`src/hdl/assert_macros.svh`:
```
// Assertion helpers shared by the RTL files that carry checks.
// They sample on the rising edge of clk.
`ifndef ASSERT_MACROS_SVH
`define ASSERT_MACROS_SVH

// Check that is switched off while arst_n is low.
`define ASSERT_RST(lbl, prop, msg) \
	lbl: assert property (@(posedge clk) disable iff (!arst_n) prop) else $error(msg);

// Check that holds at every edge, reset included.
`define ASSERT_ALWAYS(lbl, prop, msg) \
	lbl: assert property (@(posedge clk) prop) else $error(msg);

`endif

```
`src/hdl/dtp_pkg.sv`:
```
`timescale 1ns / 1ps

package dtp_pkg;

	// Field widths.
	localparam int unsigned CHAR_W  = 8;
	localparam int unsigned YEAR_W  = 14;
	localparam int unsigned MONTH_W = 4;
	localparam int unsigned DAY_W   = 5;
	localparam int unsigned DAYS_W  = 22;

	// Parser state widths.
	localparam int unsigned POS_W = 4;
	localparam int unsigned ACC_W = 7;

	// Positions within the text.
	localparam logic [POS_W-1:0] POS_YEAR_END  = 4'd4;
	localparam logic [POS_W-1:0] POS_DASH_A    = 4'd4;
	localparam logic [POS_W-1:0] POS_DASH_B    = 4'd7;
	localparam logic [POS_W-1:0] POS_MONTH_LO  = 4'd5;
	localparam logic [POS_W-1:0] POS_MONTH_HI  = 4'd6;
	localparam logic [POS_W-1:0] POS_DAY_LO    = 4'd8;
	localparam logic [POS_W-1:0] POS_DAY_HI    = 4'd9;
	localparam logic [POS_W-1:0] TEXT_LEN      = 4'd10;
	localparam logic [POS_W-1:0] POS_SAT       = 4'd11;

	// Character codes.
	localparam logic [CHAR_W-1:0] CHAR_DASH = 8'h2D;
	localparam logic [CHAR_W-1:0] CHAR_ZERO = 8'h30;
	localparam logic [CHAR_W-1:0] CHAR_NINE = 8'h39;

	// Calendar constants.
	localparam logic [MONTH_W-1:0] MONTH_FEB = 4'd2;
	localparam logic [MONTH_W-1:0] MONTH_DEC = 4'd12;
	localparam logic [DAY_W-1:0]   DAY_MAX   = 5'd31;
	localparam int unsigned EPOCH_YEAR    = 1971;
	localparam int unsigned DAYS_PER_YEAR = 365;
	// Leap years among 1..1970: 1970/4 - 1970/100 + 1970/400.
	localparam int unsigned LEAPS_BEFORE_EPOCH = 1970 / 4 - 1970 / 100 + 1970 / 400;

	// Division by 100 as a reciprocal multiply, exact for every 14-bit year below 10000.
	localparam int unsigned DIV100_MUL   = 5243;
	localparam int unsigned DIV100_SHIFT = 19;
	localparam int unsigned PROD_W       = 27;
	localparam int unsigned QUOT_W       = 7;
	localparam int unsigned CENTURY      = 100;

	// Width of the leap count and the month offset.
	localparam int unsigned LEAP_W = 12;
	localparam int unsigned MOFF_W = 9;

	// One date on its way to the day count.
	typedef struct packed {
		logic                ok;
		logic [YEAR_W-1:0]   year;
		logic [MONTH_W-1:0]  month;
		logic [DAY_W-1:0]    day;
	} date_t;

	// Length of a month in a common year.
	function automatic logic [DAY_W-1:0] month_len(input logic [MONTH_W-1:0] m);
		logic [DAY_W-1:0] len;
		case (m)
			4'd2:    len = 5'd28;
			4'd4:    len = 5'd30;
			4'd6:    len = 5'd30;
			4'd9:    len = 5'd30;
			4'd11:   len = 5'd30;
			default: len = 5'd31;
		endcase
		return len;
	endfunction

	// Days in a common year before the first of a month.
	function automatic logic [MOFF_W-1:0] month_start(input logic [MONTH_W-1:0] m);
		logic [MOFF_W-1:0] off;
		case (m)
			4'd2:    off = 9'd31;
			4'd3:    off = 9'd59;
			4'd4:    off = 9'd90;
			4'd5:    off = 9'd120;
			4'd6:    off = 9'd151;
			4'd7:    off = 9'd181;
			4'd8:    off = 9'd212;
			4'd9:    off = 9'd243;
			4'd10:   off = 9'd273;
			4'd11:   off = 9'd304;
			4'd12:   off = 9'd334;
			default: off = 9'd0;
		endcase
		return off;
	endfunction

endpackage

```
`src/hdl/date_text_parse_day_count_unit.sv`:
```
// Date text parser: one character transfer per cycle while s_tready is high, no gaps between texts.
// The result leaves from stage s4 once the transfer that carries tlast has passed registered stages s1 to s4.
// Throughput: one character per cycle while s_tready is high; results leave through a four-stage pipeline.
// The input stalls only when every pipeline stage holds a result and m_tready is low.
// Reset (arst_n low) clears the character position, the failure flag,
// the accumulators and all stage valid bits.
`timescale 1ns / 1ps

`include "assert_macros.svh"

module date_text_parse_day_count_unit (
	input  logic        clk,
	input  logic        arst_n,
	input  logic        s_tvalid,
	output logic        s_tready,
	input  logic [7:0]  s_tdata,   // [7:0] char_code
	input  logic        s_tlast,   // end_of_text
	output logic        m_tvalid,
	input  logic        m_tready,
	output logic [47:0] m_tdata,   // [13:0] year_value, [17:14] month_value,
	                               // [22:18] day_value, [44:23] days_since_epoch, [47:45] zero
	output logic        m_tuser    // valid_res
);

	logic           accept;
	logic           fin_valid;
	dtp_pkg::date_t fin_date;
	dtp_pkg::date_t out_date;
	logic [dtp_pkg::DAYS_W-1:0] out_days;

	assign accept = s_tvalid && s_tready;

	// Character parser.
	dtp_parse u_parse (
		.clk         (clk),
		.arst_n      (arst_n),
		.accept      (accept),
		.char_code   (s_tdata),
		.end_of_text (s_tlast),
		.fin_valid   (fin_valid),
		.fin_date    (fin_date)
	);

	// Calendar check and day count.
	dtp_days u_days (
		.clk       (clk),
		.arst_n    (arst_n),
		.in_valid  (fin_valid),
		.in_ready  (s_tready),
		.in_date   (fin_date),
		.out_valid (m_tvalid),
		.out_ready (m_tready),
		.out_date  (out_date),
		.out_days  (out_days)
	);

	// Pack the result fields.
	assign m_tdata = {3'b000, out_days, out_date.day, out_date.month, out_date.year};
	assign m_tuser = out_date.ok;

	// An invalid result carries only zeros.
	`ASSERT_RST(a_invalid_zero, (m_tvalid && !m_tuser) |-> (m_tdata == 48'd0), "invalid result with nonzero fields")
	// A valid result has a real month and a nonzero day.
	`ASSERT_RST(a_valid_range, (m_tvalid && m_tuser) |-> ((m_tdata[17:14] >= 4'd1) && (m_tdata[17:14] <= 4'd12) && (m_tdata[22:18] != 5'd0)), "valid result out of range")
	// The input stalls only behind a full pipeline held by the output.
	`ASSERT_RST(a_stall_source, !s_tready |-> (m_tvalid && !m_tready), "input stalled without output backpressure")
	// Nothing leaves right after reset is released.
	`ASSERT_ALWAYS(a_reset_empty, $rose(arst_n) |-> (!m_tvalid && s_tready), "pipeline not empty after reset")

endmodule

```
`src/hdl/dtp_parse.sv`:
```
`timescale 1ns / 1ps

module dtp_parse (
	input  logic                          clk,
	input  logic                          arst_n,
	input  logic                          accept,
	input  logic [dtp_pkg::CHAR_W-1:0]    char_code,
	input  logic                          end_of_text,
	output logic                          fin_valid,
	output dtp_pkg::date_t                fin_date
);

	logic [dtp_pkg::POS_W-1:0]  pos_q;
	logic                       fail_q;
	logic [dtp_pkg::YEAR_W-1:0] year_q;
	logic [dtp_pkg::ACC_W-1:0]  month_q;
	logic [dtp_pkg::ACC_W-1:0]  day_q;

	logic [dtp_pkg::POS_W-1:0]  pos_n;
	logic                       fail_n;
	logic [dtp_pkg::YEAR_W-1:0] year_n;
	logic [dtp_pkg::ACC_W-1:0]  month_n;
	logic [dtp_pkg::ACC_W-1:0]  day_n;
	logic                       digit;
	logic                       dash_pos;
	logic                       in_text;
	logic [3:0]                 dv;

	// Classify the character against its position and fold digits in decimal.
	always_comb begin
		digit    = (char_code >= dtp_pkg::CHAR_ZERO) && (char_code <= dtp_pkg::CHAR_NINE);
		dv       = digit ? char_code[3:0] : 4'd0;
		dash_pos = (pos_q == dtp_pkg::POS_DASH_A) || (pos_q == dtp_pkg::POS_DASH_B);
		in_text  = pos_q < dtp_pkg::TEXT_LEN;

		fail_n = fail_q
			|| !in_text
			|| (dash_pos && (char_code != dtp_pkg::CHAR_DASH))
			|| (in_text && !dash_pos && !digit);

		year_n  = year_q;
		month_n = month_q;
		day_n   = day_q;
		if (digit && (pos_q < dtp_pkg::POS_YEAR_END)) begin
			year_n = year_q * dtp_pkg::YEAR_W'(10) + dtp_pkg::YEAR_W'(dv);
		end
		if (digit && ((pos_q == dtp_pkg::POS_MONTH_LO) || (pos_q == dtp_pkg::POS_MONTH_HI))) begin
			month_n = month_q * dtp_pkg::ACC_W'(10) + dtp_pkg::ACC_W'(dv);
		end
		if (digit && ((pos_q == dtp_pkg::POS_DAY_LO) || (pos_q == dtp_pkg::POS_DAY_HI))) begin
			day_n = day_q * dtp_pkg::ACC_W'(10) + dtp_pkg::ACC_W'(dv);
		end

		pos_n = (pos_q < dtp_pkg::POS_SAT) ? pos_q + dtp_pkg::POS_W'(1) : dtp_pkg::POS_SAT;
	end

	// Finished date, checked except for the day bound of each month, which needs the leap rule.
	always_comb begin
		fin_valid      = accept && end_of_text;
		fin_date.ok    = !fail_n
			&& (pos_n == dtp_pkg::TEXT_LEN)
			&& (month_n >= dtp_pkg::ACC_W'(1))
			&& (month_n <= dtp_pkg::ACC_W'(dtp_pkg::MONTH_DEC))
			&& (day_n >= dtp_pkg::ACC_W'(1))
			&& (day_n <= dtp_pkg::ACC_W'(dtp_pkg::DAY_MAX));
		fin_date.year  = year_n;
		fin_date.month = month_n[dtp_pkg::MONTH_W-1:0];
		fin_date.day   = day_n[dtp_pkg::DAY_W-1:0];
	end

	// Parser state; the end mark returns everything to the start of a new text.
	always_ff @(posedge clk or negedge arst_n) begin
		if (!arst_n) begin
			pos_q   <= '0;
			fail_q  <= 1'b0;
			year_q  <= '0;
			month_q <= '0;
			day_q   <= '0;
		end else if (accept) begin
			if (end_of_text) begin
				pos_q   <= '0;
				fail_q  <= 1'b0;
				year_q  <= '0;
				month_q <= '0;
				day_q   <= '0;
			end else begin
				pos_q   <= pos_n;
				fail_q  <= fail_n;
				year_q  <= year_n;
				month_q <= month_n;
				day_q   <= day_n;
			end
		end
	end

endmodule

```
`src/hdl/dtp_days.sv`:
```
`timescale 1ns / 1ps

module dtp_days (
	input  logic                          clk,
	input  logic                          arst_n,
	input  logic                          in_valid,
	output logic                          in_ready,
	input  dtp_pkg::date_t                in_date,
	output logic                          out_valid,
	input  logic                          out_ready,
	output dtp_pkg::date_t                out_date,
	output logic [dtp_pkg::DAYS_W-1:0]    out_days
);

	logic v1_s1, v2_s2, v3_s3, v4_s4;
	logic rdy1, rdy2, rdy3, rdy4;

	dtp_pkg::date_t date_s1, date_s2, date_s3, date_s4;
	logic [dtp_pkg::QUOT_W-1:0]  quot_s2;
	logic [dtp_pkg::DAYS_W-1:0]  ybase_s3;
	logic [dtp_pkg::LEAP_W-1:0]  leaps_s3;
	logic [dtp_pkg::MOFF_W-1:0]  moff_s3;
	logic [dtp_pkg::DAYS_W-1:0]  days_s4;

	logic [dtp_pkg::PROD_W-1:0]  prod;
	logic [dtp_pkg::YEAR_W-1:0]  cent_mul;
	logic                        rem_zero;
	logic                        leap;
	logic [dtp_pkg::QUOT_W-1:0]  quot_prev;
	logic [dtp_pkg::YEAR_W-1:0]  year_prev;
	logic                        after_epoch;
	logic [dtp_pkg::DAY_W-1:0]   dim;
	logic [dtp_pkg::DAYS_W-1:0]  ybase;
	logic [dtp_pkg::LEAP_W-1:0]  leaps;
	logic [dtp_pkg::MOFF_W-1:0]  moff;
	logic                        ok3;
	logic [dtp_pkg::DAYS_W-1:0]  days;

	// Each stage moves when it is empty or the stage after it moves.
	assign rdy4     = !v4_s4 || out_ready;
	assign rdy3     = !v3_s3 || rdy4;
	assign rdy2     = !v2_s2 || rdy3;
	assign rdy1     = !v1_s1 || rdy2;
	assign in_ready = rdy1;

	// Stage 2: year divided by 100 through the reciprocal.
	always_comb begin
		prod = dtp_pkg::PROD_W'(date_s1.year) * dtp_pkg::PROD_W'(dtp_pkg::DIV100_MUL);
	end

	// Stage 3: leap rule, day bound, whole years and month offset.
	always_comb begin
		cent_mul    = dtp_pkg::YEAR_W'(quot_s2) * dtp_pkg::YEAR_W'(dtp_pkg::CENTURY);
		rem_zero    = date_s2.year == cent_mul;
		leap        = ((date_s2.year[1:0] == 2'd0) && !rem_zero)
			|| (rem_zero && (quot_s2[1:0] == 2'd0));
		// The year before has one century fewer when this year is a whole century.
		quot_prev   = quot_s2 - dtp_pkg::QUOT_W'(rem_zero);
		year_prev   = date_s2.year - dtp_pkg::YEAR_W'(1);
		after_epoch = date_s2.year > dtp_pkg::YEAR_W'(dtp_pkg::EPOCH_YEAR);

		dim = dtp_pkg::month_len(date_s2.month)
			+ dtp_pkg::DAY_W'(leap && (date_s2.month == dtp_pkg::MONTH_FEB));
		ok3 = date_s2.ok && (date_s2.day <= dim);

		if (after_epoch) begin
			ybase = dtp_pkg::DAYS_W'(dtp_pkg::DAYS_PER_YEAR)
				* dtp_pkg::DAYS_W'(date_s2.year - dtp_pkg::YEAR_W'(dtp_pkg::EPOCH_YEAR));
			leaps = dtp_pkg::LEAP_W'(year_prev >> 2)
				- dtp_pkg::LEAP_W'(quot_prev)
				+ dtp_pkg::LEAP_W'(quot_prev >> 2)
				- dtp_pkg::LEAP_W'(dtp_pkg::LEAPS_BEFORE_EPOCH);
		end else begin
			ybase = '0;
			leaps = '0;
		end

		moff = dtp_pkg::month_start(date_s2.month)
			+ dtp_pkg::MOFF_W'(leap && (date_s2.month > dtp_pkg::MONTH_FEB));
	end

	// Stage 4: final sum.
	always_comb begin
		days = ybase_s3 + dtp_pkg::DAYS_W'(leaps_s3) + dtp_pkg::DAYS_W'(moff_s3)
			+ dtp_pkg::DAYS_W'(date_s3.day) - dtp_pkg::DAYS_W'(1);
	end

	// Stage valid bits.
	always_ff @(posedge clk or negedge arst_n) begin
		if (!arst_n) begin
			v1_s1 <= 1'b0;
			v2_s2 <= 1'b0;
			v3_s3 <= 1'b0;
			v4_s4 <= 1'b0;
		end else begin
			if (rdy1) begin
				v1_s1 <= in_valid;
			end
			if (rdy2) begin
				v2_s2 <= v1_s1;
			end
			if (rdy3) begin
				v3_s3 <= v2_s2;
			end
			if (rdy4) begin
				v4_s4 <= v3_s3;
			end
		end
	end

	// Stage payload.
	always_ff @(posedge clk) begin
		if (rdy1 && in_valid) begin
			date_s1 <= in_date;
		end
		if (rdy2 && v1_s1) begin
			date_s2 <= date_s1;
			quot_s2 <= prod[dtp_pkg::DIV100_SHIFT +: dtp_pkg::QUOT_W];
		end
		if (rdy3 && v2_s2) begin
			date_s3    <= {ok3, date_s2.year, date_s2.month, date_s2.day};
			ybase_s3   <= ybase;
			leaps_s3   <= leaps;
			moff_s3    <= moff;
		end
		if (rdy4 && v3_s3) begin
			if (date_s3.ok) begin
				date_s4 <= date_s3;
				days_s4 <= days;
			end else begin
				date_s4 <= '0;
				days_s4 <= '0;
			end
		end
	end

	assign out_valid = v4_s4;
	assign out_date  = date_s4;
	assign out_days  = days_s4;

endmodule
```
`config.mk`:
```
export PLATFORM = sky130hd
export DESIGN_NAME = date_text_parse_day_count_unit
export DESIGN_NICKNAME = d
export VERILOG_FILES = /design/src/hdl/dtp_pkg.sv /design/src/hdl/date_text_parse_day_count_unit.sv /design/src/hdl/dtp_parse.sv /design/src/hdl/dtp_days.sv
export VERILOG_INCLUDE_DIRS = /design/src /design/src/hdl
export SDC_FILE = /design/constraint.sdc
export NUM_CORES = 1
export LEC_CHECK = 0
export BUFFER_PORTS_ARGS = -buffer_cell sky130_fd_sc_hd__buf_2
export CELL_PAD_IN_SITES_DETAIL_PLACEMENT = 0
export CELL_PAD_IN_SITES_GLOBAL_PLACEMENT = 1
export CORE_ASPECT_RATIO = 0.6
export CORE_MARGIN = 4
export CORE_UTILIZATION = 45
export DETAILED_ROUTE_END_ITERATION = 12
export PLACE_DENSITY_LB_ADDON = 0.1
export SYNTH_ARGS = -nofsm -noshare
export SYNTH_HDL_FRONTEND = slang
export SYNTH_HIERARCHICAL = 1
export SYNTH_SLANG_ARGS = --single-unit
```
`constraint.sdc`:
```
create_clock -name clk -period 7.8 [get_ports clk]
set_clock_uncertainty 0.15 [all_clocks]
set_input_delay 1.95 -clock clk [delete_from_list [all_inputs] [get_ports clk]]
set_output_delay 1.95 -clock clk [all_outputs]
set_load 0.01 [all_outputs]
```
==> summary by stage, run 1 <==
STA
Adding up every negative setup slack in the final design gives 0 ns. The hold violation total from the final report is 0. In this run the tightest slew margin relative to its limit is 23.9%.

The number of max-slew violations in the final report is 0. Derived from the worst setup path, the maximum achievable clock frequency is 137 MHz. Subtracting the final worst setup slack from the clock period gives 7.29 ns. Setup repair after global routing left no endpoint under its margin.

The actual slew at the worst max-slew pin is 1.14 ns. The final critical path takes up 93.4% of the cycle. The final hold slack is 0.268 ns.

Setup violations remaining at the end of the flow were counted as 0. After layout, the worst setup slack is 0.514 ns.

Cells and area
The finished layout holds 2461 standard cells, fillers aside. Cells with a size suffix above 1 make up 8.41% of the layout. The utilization after layout is 50.3%.

The total number of nets in the final design is 2354. The final-layout fill cell count is 3897. Compared with the post-synthesis result, the final layout area differs by 9.25%. The final instance area is 21300 sq um. The repair_antennas step left the layout with diodes totalling 0.

Global routing
The number of antenna violations at the first check in global routing came to 0. The largest net degree at the start of global routing is 68. The number of global-route vias before repair is 13000. Summed over all layers, the global routing overflow is 0. The total global-route track usage is 19.6%. The global-route wire length before repair is 73.1 mm.

Drt
The number of detailed-route iterations in the first pass is 5. In the routed design, unresolved DRC markers number 0. The average detailed-routed wire length per instance is 18.3 um. The sum of routed wire length over all layers is 44.9 mm. The first-iteration detailed-routing DRC count is 864. The total via count after detailed routing is 12700. The post-detailed-route count of antenna-violating nets is 0. The post-detailed-route via-to-cell ratio is 5.17.

Critical path
Data on the critical path is required at its endpoint by 7.94 ns. The capture instance of the worst register-to-register path is u_days/leaps_s3[10]. In this run the worst path has a maximum fanout of 5. The startpoint identified for the worst register-to-register timing path is u_days/quot_s2[2]. The setup check on the worst reg-to-reg path leaves a slack of 0.51 ns.

The worst setup path is of the reg2reg kind. The cell with the biggest individual delay on the critical path is sky130_fd_sc_hd__or4_4. The worst setup path is launched from a register. The destination of the critical timing path is u_days/leaps_s3[10].

The depth of the worst register-to-register path is 30. The most critical setup path has its startpoint at u_days/quot_s2[2]. STA classifies the critical path endpoint as a register.

On the worst path, the slowest cell contributes a delay of 0.56 ns. Data on the critical path arrives at its endpoint at 7.43 ns. The most common cell type on the critical path is sky130_fd_sc_hd__ha_1.

Floorplan
The die is 169 um tall. The initial utilization of the core area, before any placement, comes to 46.1%. The area of the placeable core is 42300 sq um. Row generation in the floorplan step produced 58 rows.

Measured along the x axis, the die boundary spans 277 um. The die covers 46800 sq um. The I/O pin total is 64.

Placed design
The count of buffers added on input and output ports is 60. The standard cell area after detailed placement is 20400 sq um. The worst slack at placement is 0.186 ns. The wire-length estimate of the detail-placed layout is 35.7 mm. The final weighted congestion of routability-driven global placement is 0.875.

After detailed placement, the design holds a cell count of 2411.

Clocking
CTS built an H-tree with a depth of 1. Clock-pin slew was measured on the worst setup and hold paths at 0.06 ns. The clock network latency to the later pin of the worst-skew pair is 0.55 ns. The number of sinks on the clock net is 214.

The maximum root-to-sink buffer count is 3. CTS placed an instance of sky130_fd_sc_hd__clkbuf_16 at the clock tree root. TritonCTS built the clock tree.

TritonCTS created 24 clock buffers.

Power
Overall power consumption after layout is estimated at 7.55 mW. In this run the power density over the cells is 354 nW/um^2. The worst voltage drop across the vdd grid is 0.252 mV. The standby leakage power is 9.98 nW.

Logic synthesis
The cell count after synthesis is 1807. The register bit total from synthesis is 214. The synthesized design contains 168 enable-type register cells.

The most used flip-flop cell after synthesis is sky130_fd_sc_hd__edfxtp_1. Yosys printed 6 warnings. A synthesized cell averages 10.8 sq um. The sequential share of the synthesized area is 31.6%. The mapped netlist covers 19500 sq um. After synthesis, the share of flip-flops with an asynchronous set or reset is 17.3%. The netlist uses 85 different library cells.

Job
The tool flagged a number of max-cap violations equal to 0.

Worst hold path
In this run the worst hold path is classified as reg2reg.

Run status
The run finished with clean final reports.
==> layer usage <==
layer,track usage (%),vias up,share of wire (%)
met5,0,-,0
met4,2.72,0,1.2
met3,3.26,38,4.9
met2,25.9,236,36
met1,33.4,6141,58
li1,-,6299,-
==> power breakdown <==
group | leakage, nW | switching (mW) | internal (mW)
logic | 7.40 | 2.71 | 2.01
clock network | 0.390 | 0.486 | 0.668
registers | 2.18 | 0.0971 | 1.57
==> flip-flops by register name (all words and copies together), names as in the netlist, 4 cells and up, named ones only <==
signal,flops
u_days/date_s1,24
u_days/date_s2,24
u_days/date_s3,24
u_days/out_date,24
u_days/out_days,22
u_days/ybase_s3,22
u_parse/year_q,14
u_days/leaps_s3,12
u_days/moff_s3,9
u_days/quot_s2,7
u_parse/day_q,7
u_parse/month_q,7
u_parse/pos_q,4
==> cells in the mapped netlist (all sizes together), types with 7 or more instances <==
cell	count	share of area (%)
a211oi	9	0.37
a21o	20	0.77
a21oi	68	1.7
a22o	17	0.76
and2	29	0.94
and3	20	0.64
buf	14	0.54
clkbuf	26	0.52
dfrtp	37	4.8
dfxtp	9	0.92
edfxtp	168	26
fa	137	14
ha	331	21
inv	302	5.8
mux2i	8	0.41
nand2	85	1.6
nand2b	14	0.45
nand3	19	0.51
nand4	10	0.32
nor2	77	1.5
nor2b	27	0.91
nor3	38	1.0
nor3b	12	0.54
nor4	7	0.32
o21a	15	0.58
o21ai	60	1.5
o2bb2ai	7	0.31
o31ai	9	0.35
or3	7	0.22
xnor2	90	4.0
xor2	49	2.2
==> cell type report <==
class	count	area, sq um	area share [%]
Inverter	302	1130	5.32
Clock inverter	9	120	0.564
Multi-Input combinational cell	1253	12100	56.7
Sequential cell	214	6150	28.9
Tap cell	570	713	3.35
Timing Repair Buffer	78	435	2.04
Clock buffer	35	672	3.16
==> layout by cell type, fill, tap and decap left out, types with 24 or more instances in the layout <==
cell	instances
sky130_fd_sc_hd__inv_1	300
sky130_fd_sc_hd__a21oi_1	68
sky130_fd_sc_hd__buf_2	60
sky130_fd_sc_hd__fa_1	137
sky130_fd_sc_hd__nor2b_1	24
sky130_fd_sc_hd__edfxtp_1	168
sky130_fd_sc_hd__nand2_1	85
sky130_fd_sc_hd__clkbuf_16	24
sky130_fd_sc_hd__and2_1	27
sky130_fd_sc_hd__nor3_1	37
sky130_fd_sc_hd__ha_1	330
sky130_fd_sc_hd__dfrtp_1	37
sky130_fd_sc_hd__o21ai_0	54
sky130_fd_sc_hd__xor2_1	48
sky130_fd_sc_hd__nor2_1	76
sky130_fd_sc_hd__xnor2_1	90
==> repair_timing <==
| action | 4_1_cts | 5_1_grt |
|---|---|---|
| gates resized for setup | 0 | 11 |
| buffers inserted | 0 | 6 |
| hold buffers | 0 | 0 |
| setup endpoints to repair | 0 | 4 |
==> cell families after synthesis <==
family | Yosys count | synth area share [%]
flip-flops | 214 | 31.6
AND/OR/NAND/NOR | 373 | 10.3
AO/OA/AOI/OAI | 252 | 8.65
other | 2 | 0.0385
multiplexers | 14 | 0.758
buffers and inverters | 342 | 6.88
adder cells (fa/ha/maj) | 470 | 35.4
XOR/XNOR | 140 | 6.40
==> worst max-delay path: cells and delay by family (launching register included) <==
family                   cells  cell delay [ns]
AO/OA/AOI/OAI                7             1.11
XOR/XNOR                     2             0.43
adder cells (fa/ha/maj)     10             3.03
buffers and inverters        4             0.31
flip-flops                   1             0.47
AND/OR/NAND/NOR              7             1.51
==> worst min path at each step <==
stage,startpoint,end,slack [ns],cells past startpoint
3_5_place_dp,u_days/date_s1[23],u_days/date_s2[23],0.26,0
6_report,u_days/date_s1[23],u_days/date_s2[23],0.27,0
5_1_grt,u_days/date_s1[23],u_days/date_s2[23],0.27,0
3_3_place_gp,u_days/date_s1[1],u_days/date_s2[1],0.26,0
4_1_cts,u_days/date_s1[3],u_days/date_s2[3],0.27,0
2_1_floorplan,u_days/date_s1[0],u_days/date_s2[0],0.25,0
No activity file was read; power rests on OpenSTA's default activity.
==> run 2: changes to the inputs <==
--- a/config.mk
+++ b/config.mk
@@ -11,7 +11,7 @@
 export CELL_PAD_IN_SITES_GLOBAL_PLACEMENT = 1
 export CORE_ASPECT_RATIO = 0.6
 export CORE_MARGIN = 4
-export CORE_UTILIZATION = 45
+export CORE_UTILIZATION = 39
 export DETAILED_ROUTE_END_ITERATION = 12
 export PLACE_DENSITY_LB_ADDON = 0.1
 export SYNTH_ARGS = -nofsm -noshare
==> constraint.sdc (replaced) <==
create_clock -name clk -period 7.39 [get_ports clk]
set_clock_uncertainty 0.15 [all_clocks]
set_input_delay 1.8475 -clock clk [delete_from_list [all_inputs] [get_ports clk]]
set_output_delay 1.8475 -clock clk [all_outputs]
set_load 0.01 [all_outputs]
==> summary by stage, run 2 (synthesis results as in run 1) <==
STA
The final cycle utilization of the critical path is 95.1%. The relative slew slack is 18.1%. The number of max-slew violations in the final report came to 0. The time the worst path needs with I/O delays and setup is 7.03 ns. The highest clock frequency the design can meet is 142 MHz. The hold violation total from the final report is 0. The actual slew at the worst max-slew pin is 1.23 ns. Setup violations remaining at the end of the flow were counted as 0.

Drt
The post-detailed-route via-to-cell ratio is 4.94. The detailed router finished its first iteration with 636 violations. For this run, design rule violations remaining after detail routing come to 0.

The sum of routed wire length over all layers is 46.1 mm. Dividing the detail-routed wire length by the instance count gives 18.1 um. Detailed routing inserted a total of 12600 vias.

The post-detailed-route count of antenna-violating nets is 0. The first detailed-routing pass took 5 iterations.

Critical path
The worst setup path is captured at a register. STA puts the critical path data required time at 7.53 ns. For this design, the slowest cell found on the critical path is sky130_fd_sc_hd__fa_1. The kind of launch point of the worst setup path is a register. The worst endpoint data arrival time is 7.17 ns. The most numerous cell type found on the critical path is sky130_fd_sc_hd__ha_1. Counting cells, the worst reg-to-reg path comes to 30. The critical path is of the reg2reg type.

The longest individual stage delay on the worst path is 0.58 ns. Along the worst path, the maximum fanout reaches 4.

Power
The worst voltage drop across the vdd grid is 0.223 mV. The power per cell area is 370 nW/um^2. The standby leakage power is 10.0 nW.

Cells and area
At the end of the flow the core is filled with cells to 43.4%. The repair_antennas step left the layout with diodes totalling 0. The relative area change from synthesis to final layout is 10.1%. The post-route non-filler standard cell count is 2546. The final-layout fill cell count is 4656. The most common cell after layout, fill and taps aside is sky130_fd_sc_hd__ha_1. The library cells used most frequently in the layout, excluding fill and tap cells, are 329 x sky130_fd_sc_hd__ha_1, 301 x sky130_fd_sc_hd__inv_1, 168 x sky130_fd_sc_hd__edfxtp_1, 137 x sky130_fd_sc_hd__fa_1, 90 x sky130_fd_sc_hd__xnor2_1. The share of layout cells above drive strength 1 is 8.81%. The total number of nets in the final design is 2360.

Global routing
Entering global routing, the biggest net connects 68 pins. The first global-routing pass estimated 74.6 mm of wire. The total global-route track usage is 17.7%. The number of global-route vias before repair came to 13000. The number of antenna violations at the first check in global routing was 0. Global routing finished with a remaining overflow of 0.

Worst hold path
The class of the tightest hold or removal check is reg2reg. The hold-critical path depth is 0.

Placed design
Detailed placement finished with a half-perimeter wire length of 36.4 mm. The final weighted congestion of routability-driven global placement is 0.856. The count of port buffers added during placement is 60. Once placement completed, the tool counted placed cells totaling 2501.

Clocking
The number of sinks on the clock net is 214. In this run the number of H-tree levels came out at 1. The clock network latency to the later pin of the worst-skew pair is 0.55 ns. After clock tree synthesis, the clock-pin slew on the worst setup and hold paths is 0.06 ns.

The maximum root-to-sink buffer count is 3. The CTS tree is done. The cell chosen for the clock root is sky130_fd_sc_hd__clkbuf_16. Counting the buffers created by CTS gives 24. The number of buffers inserted for hold repair after clock tree synthesis is 0.

Floorplan
In this run the count of I/O pins placed on the die edge is 64. The site row count is 63. The die covers 53700 sq um. The die extent in y is 181 um. Measured along the x axis, the die boundary spans 297 um. The initial cell density of the core is 39.4%. In this run the standard cell core region covers 49400 sq um.

Job
The count of max-cap constraint violations is 0.

Run status
The run finished with clean final reports.
## run 2: changes by cell type in the layout (fill, tap and decap cells not counted), moves of 2 or more
cell	previous run	this run
sky130_fd_sc_hd__o21ai_1	6	8
sky130_fd_sc_hd__clkinv_1	0	2
sky130_fd_sc_hd__a21oi_1	68	66
sky130_fd_sc_hd__a21oi_2	0	2
sky130_fd_sc_hd__clkbuf_8	3	1
sky130_fd_sc_hd__clkinv_4	0	2
sky130_fd_sc_hd__buf_4	18	24
sky130_fd_sc_hd__o21ai_0	54	52
sky130_fd_sc_hd__clkbuf_1	8	5
## run 2: final timing paths
path | end | startpoint | slack, ns
min reg2reg | u_days/date_s2[3] | u_days/date_s1[3] | 0.27
min in group asynchronous | u_parse/fail_q | arst_n | 1.28
max reg2reg | u_days/leaps_s3[10] | u_days/quot_s2[2] | 0.36
max in group asynchronous | u_parse/year_q[7] | arst_n | 5.17
min | u_days/date_s2[3] | u_days/date_s1[3] | 0.27
max | u_days/leaps_s3[10] | u_days/quot_s2[2] | 0.36
## run 2: power by group
group / switching, mW / internal [mW] / total (mW)
Clock: 0.517 / 0.684 / 1.20
Combinational: 2.85 / 2.13 / 4.98
Sequential: 0.0951 / 1.66 / 1.76
Total: 3.46 / 4.48 / 7.94
## run 2: area by class of cell
type | instances | area, sq um | share of cell area [%]
clock inverters | 13 | 148 | 0.688
well taps | 650 | 813 | 3.79
multi-input cells | 1253 | 12100 | 56.4
flip-flops and latches | 214 | 6150 | 28.7
repair buffers | 84 | 480 | 2.24
inverters | 302 | 1130 | 5.28
clock buffers | 30 | 633 | 2.95
## run 2: metrics by stage
stage          total power, mW  hold slack [ns]  setup WS, ns  setup TNS, ns  cell area [sq um]
2_1_floorplan             5.43            0.250         0.608              0              19500
3_3_place_gp              6.69            0.253        0.0495              0              20600
3_5_place_dp              6.66            0.256       -0.0685        -0.0685              20600
4_1_cts                   7.98            0.270        0.0509              0              21400
5_1_grt                   8.83            0.281       -0.0397        -0.0760              21400
6_report                  7.94            0.269         0.360              0              21400
## run 2: worst max-delay path: cells and delay by family, from the launching register on
family,cells,cell delay [ns]
fa+ha+maj,10,3.09
buf+inv,4,0.31
flops,1,0.39
compound gates,8,1.07
xor+xnor,2,0.36
simple gates,6,1.40
## run 2: layer usage
layer / global-route usage (%) / share of wire [%] / vias to the layer above
met5: 0 / 0 / -
met4: 2.08 / 1.1 / 0
met3: 2.79 / 4.0 / 32
met2: 23.4 / 37 / 172
met1: 30.2 / 58 / 6068
li1: - / - / 6301
## run 2: repair_timing
action / in CTS / in global routing
setup buffers: 0 / 2
hold endpoints to repair: 0 / 0
resized for setup: 1 / 13
setup endpoints to repair: 1 / 4
cloned: 0 / 0
pin swaps: 0 / 6
==> run 3: changes to the inputs <==
==> constraint.sdc (replaced) <==
create_clock -name clk -period 7.39 [get_ports clk]
set_clock_uncertainty 0.15 [all_clocks]
set_input_delay 0.739 -clock clk [delete_from_list [all_inputs] [get_ports clk]]
set_output_delay 0.739 -clock clk [all_outputs]
set_load 0.01 [all_outputs]
==> summary by stage, run 3 (synthesis results as in run 1) <==
Job
Max-cap violations in this run came to 0.

Drt
Dividing the detail-routed wire length by the instance count gives 17.9 um. Detailed routing inserted a total of 12700 vias. Using the TritonRoute via totals, the vias-per-cell ratio works out to 4.98. For this run, design rule violations remaining after detail routing come to 0.

The number of detailed-route iterations in the first pass is 5. The count of nets left with antenna violations once routing finished came out at 0. The sum of routed wire length over all layers is 45.6 mm.

In this run, the number of DRC markers left after iteration 0 of detailed routing was 732.

Placed design
The count of port buffers added during placement is 60. The total instance count after detailed placement is 2499. Detailed placement finished with a half-perimeter wire length of 36.1 mm.

The placed instances occupy a cell area of 20600 sq um. The worst slack at placement is 0.00871 ns. At the end of routability-driven placement, the weighted congestion stood at 0.855.

Cells and area
Leaving out fill and tap cells, the most frequent cells in the layout are 329 x sky130_fd_sc_hd__ha_1, 300 x sky130_fd_sc_hd__inv_1, 168 x sky130_fd_sc_hd__edfxtp_1, 137 x sky130_fd_sc_hd__fa_1, 90 x sky130_fd_sc_hd__xnor2_1. The utilization after layout is 43.4%. In the final layout, the share of cells above drive strength 1 is 8.87%. The total number of nets in the final design is 2357.

Once layout is done, the placed cells without fillers occupy 21500 sq um. The relative area change from synthesis to final layout is 10.1%. The most common cell after layout, fill and taps aside is sky130_fd_sc_hd__ha_1. The finished layout holds 2544 standard cells, fillers aside.

Fill cells in the final layout number 4674. The number of antenna diodes in the final layout is 0.

STA
The setup slack after layout is 0.467 ns. In the finished design, the share of the clock period the worst path needs comes to 93.7%. For this run, the top clock speed supported by timing is 144 MHz. The number of max-slew violations in the final report was 0. Setup violations remaining at the end of the flow were counted as 0.

The time the worst path needs with I/O delays and setup is 6.92 ns. The hold violation total from the final report is 0. Setup repair after global routing left no endpoint under its margin. Summed over all failing endpoints, the final setup total negative slack is 0 ns. Measured against its own limit, the worst slew margin works out to 22.9%.

At the pin with the least slew margin, the transition time is 1.16 ns. The final hold slack is 0.160 ns.

Clocking
The CTS tree is done. CTS built an H-tree with a depth of 1. The number of sinks on the clock net is 214. The number of buffers inserted for hold repair after clock tree synthesis is 0. The cell chosen for the clock root is sky130_fd_sc_hd__clkbuf_16.

Clock latency on the worst-skew pair, taken at its later pin, is 0.55 ns. The register clock-pin slew on the reported worst setup and hold paths is 0.07 ns. In this run the deepest clock path goes through 3 buffers. The number of buffers added by the clock tree synthesis step is 24.

Power
The design draws 7.97 mW. In this run the static leakage power is 10.0 nW. Across the VDD grid, the largest voltage drop is 0.242 mV. For this design the ratio of total power to cell area is 372 nW/um^2.

Critical path
The slowest stage of the critical path is the sky130_fd_sc_hd__or4_4 cell. The critical path class is reg2reg. The peak fanout along the critical path is 4. For the worst setup path, the data required time is 7.53 ns. The most common cell type on the critical path is sky130_fd_sc_hd__ha_1. The worst setup path is captured at a register.

Data arrives at the worst endpoint at 7.07 ns. STA classifies the critical path startpoint as a register. The longest individual stage delay on the worst path is 0.56 ns.

Floorplan
The floorplan step defined a die boundary enclosing 53700 sq um. After floorplanning, the core was divided into 63 placement rows. The area of the placeable core is 49400 sq um. During I/O placement, the number of pins put on the boundary was 64. The die extent in y is 181 um. Measured along the x axis, the die boundary spans 297 um.

The initial cell density of the core is 39.4%.

Global routing
The number of global-route vias before repair was 12700. The largest net degree at the start of global routing is 68. The number of antenna violations at the first check in global routing is 0. The total global-route track usage is 17.5%. The first global-routing pass estimated 73.8 mm of wire. The residual overflow from global routing is 0.

Worst hold path
The worst hold path belongs to the class in2async.

Run status
The run finished with clean final reports.
run 3: cell types whose count changed in the layout (fill, tap and decap cells not counted), moves of 2 or more:
cell / previous run / this run
sky130_fd_sc_hd__a21oi_1: 66 / 68
sky130_fd_sc_hd__a21oi_2: 2 / 0
sky130_fd_sc_hd__buf_4: 24 / 21
sky130_fd_sc_hd__clkbuf_1: 5 / 3
sky130_fd_sc_hd__clkbuf_8: 1 / 3
sky130_fd_sc_hd__inv_6: 0 / 2
run 3: repair_timing:
action | in CTS | in global routing
buffers inserted | 0 | 1
pin swaps | 0 | 7
resized for setup | 1 | 16
endpoints found under the setup margin | 1 | 4
run 3: routing by layer:
layer / up-vias / wire length [um] / track usage (%)
met1: 6135 / 26600 / 30.3
met4: 0 / 437 / 1.85
met3: 33 / 1780 / 2.42
met2: 189 / 16800 / 23.1
li1: 6319 / - / -
met5: - / 0 / 0
run 3: final cells by class:
| class | count | area [sq um] | area share (%) |
|---|---|---|---|
| Clock buffer | 31 | 678 | 3.16 |
| Clock inverter | 13 | 124 | 0.577 |
| Inverter | 302 | 1130 | 5.28 |
| Multi-Input combinational cell | 1253 | 12100 | 56.4 |
| Sequential cell | 214 | 6150 | 28.7 |
| Tap cell | 650 | 813 | 3.79 |
| Timing Repair Buffer | 81 | 458 | 2.13 |
run 3: worst paths after layout:
| path | depth (start not counted) | slack (ns) | from | end |
|---|---|---|---|---|
| worst min-delay path | 1 | 0.16 | arst_n | u_parse/fail_q |
| max in group asynchronous | 1 | 6.28 | arst_n | u_parse/year_q[10] |
| worst min register to register | 0 | 0.27 | u_days/date_s1[1] | u_days/date_s2[1] |
| worst max register to register | 30 | 0.47 | u_days/quot_s2[2] | u_days/leaps_s3[10] |
| worst max-delay path | 30 | 0.47 | u_days/quot_s2[2] | u_days/leaps_s3[10] |
| min in group clk | 0 | 0.27 | u_days/date_s1[1] | u_days/date_s2[1] |
run 3: power by group:
| group | internal [mW] | switching (mW) | total (mW) |
|---|---|---|---|
| Combinational | 2.14 | 2.86 | 5.00 |
| Sequential | 1.66 | 0.0962 | 1.76 |
| Clock | 0.691 | 0.525 | 1.22 |
run 3: critical path: cells and delay by family, from the launching register on:
| kind | cells | cell delay, ns |
|---|---|---|
| fa+ha+maj | 9 | 2.73 |
| simple gates | 6 | 1.34 |
| compound gates | 9 | 1.25 |
| xor+xnor | 3 | 0.58 |
| flops | 1 | 0.39 |
| buf+inv | 3 | 0.23 |
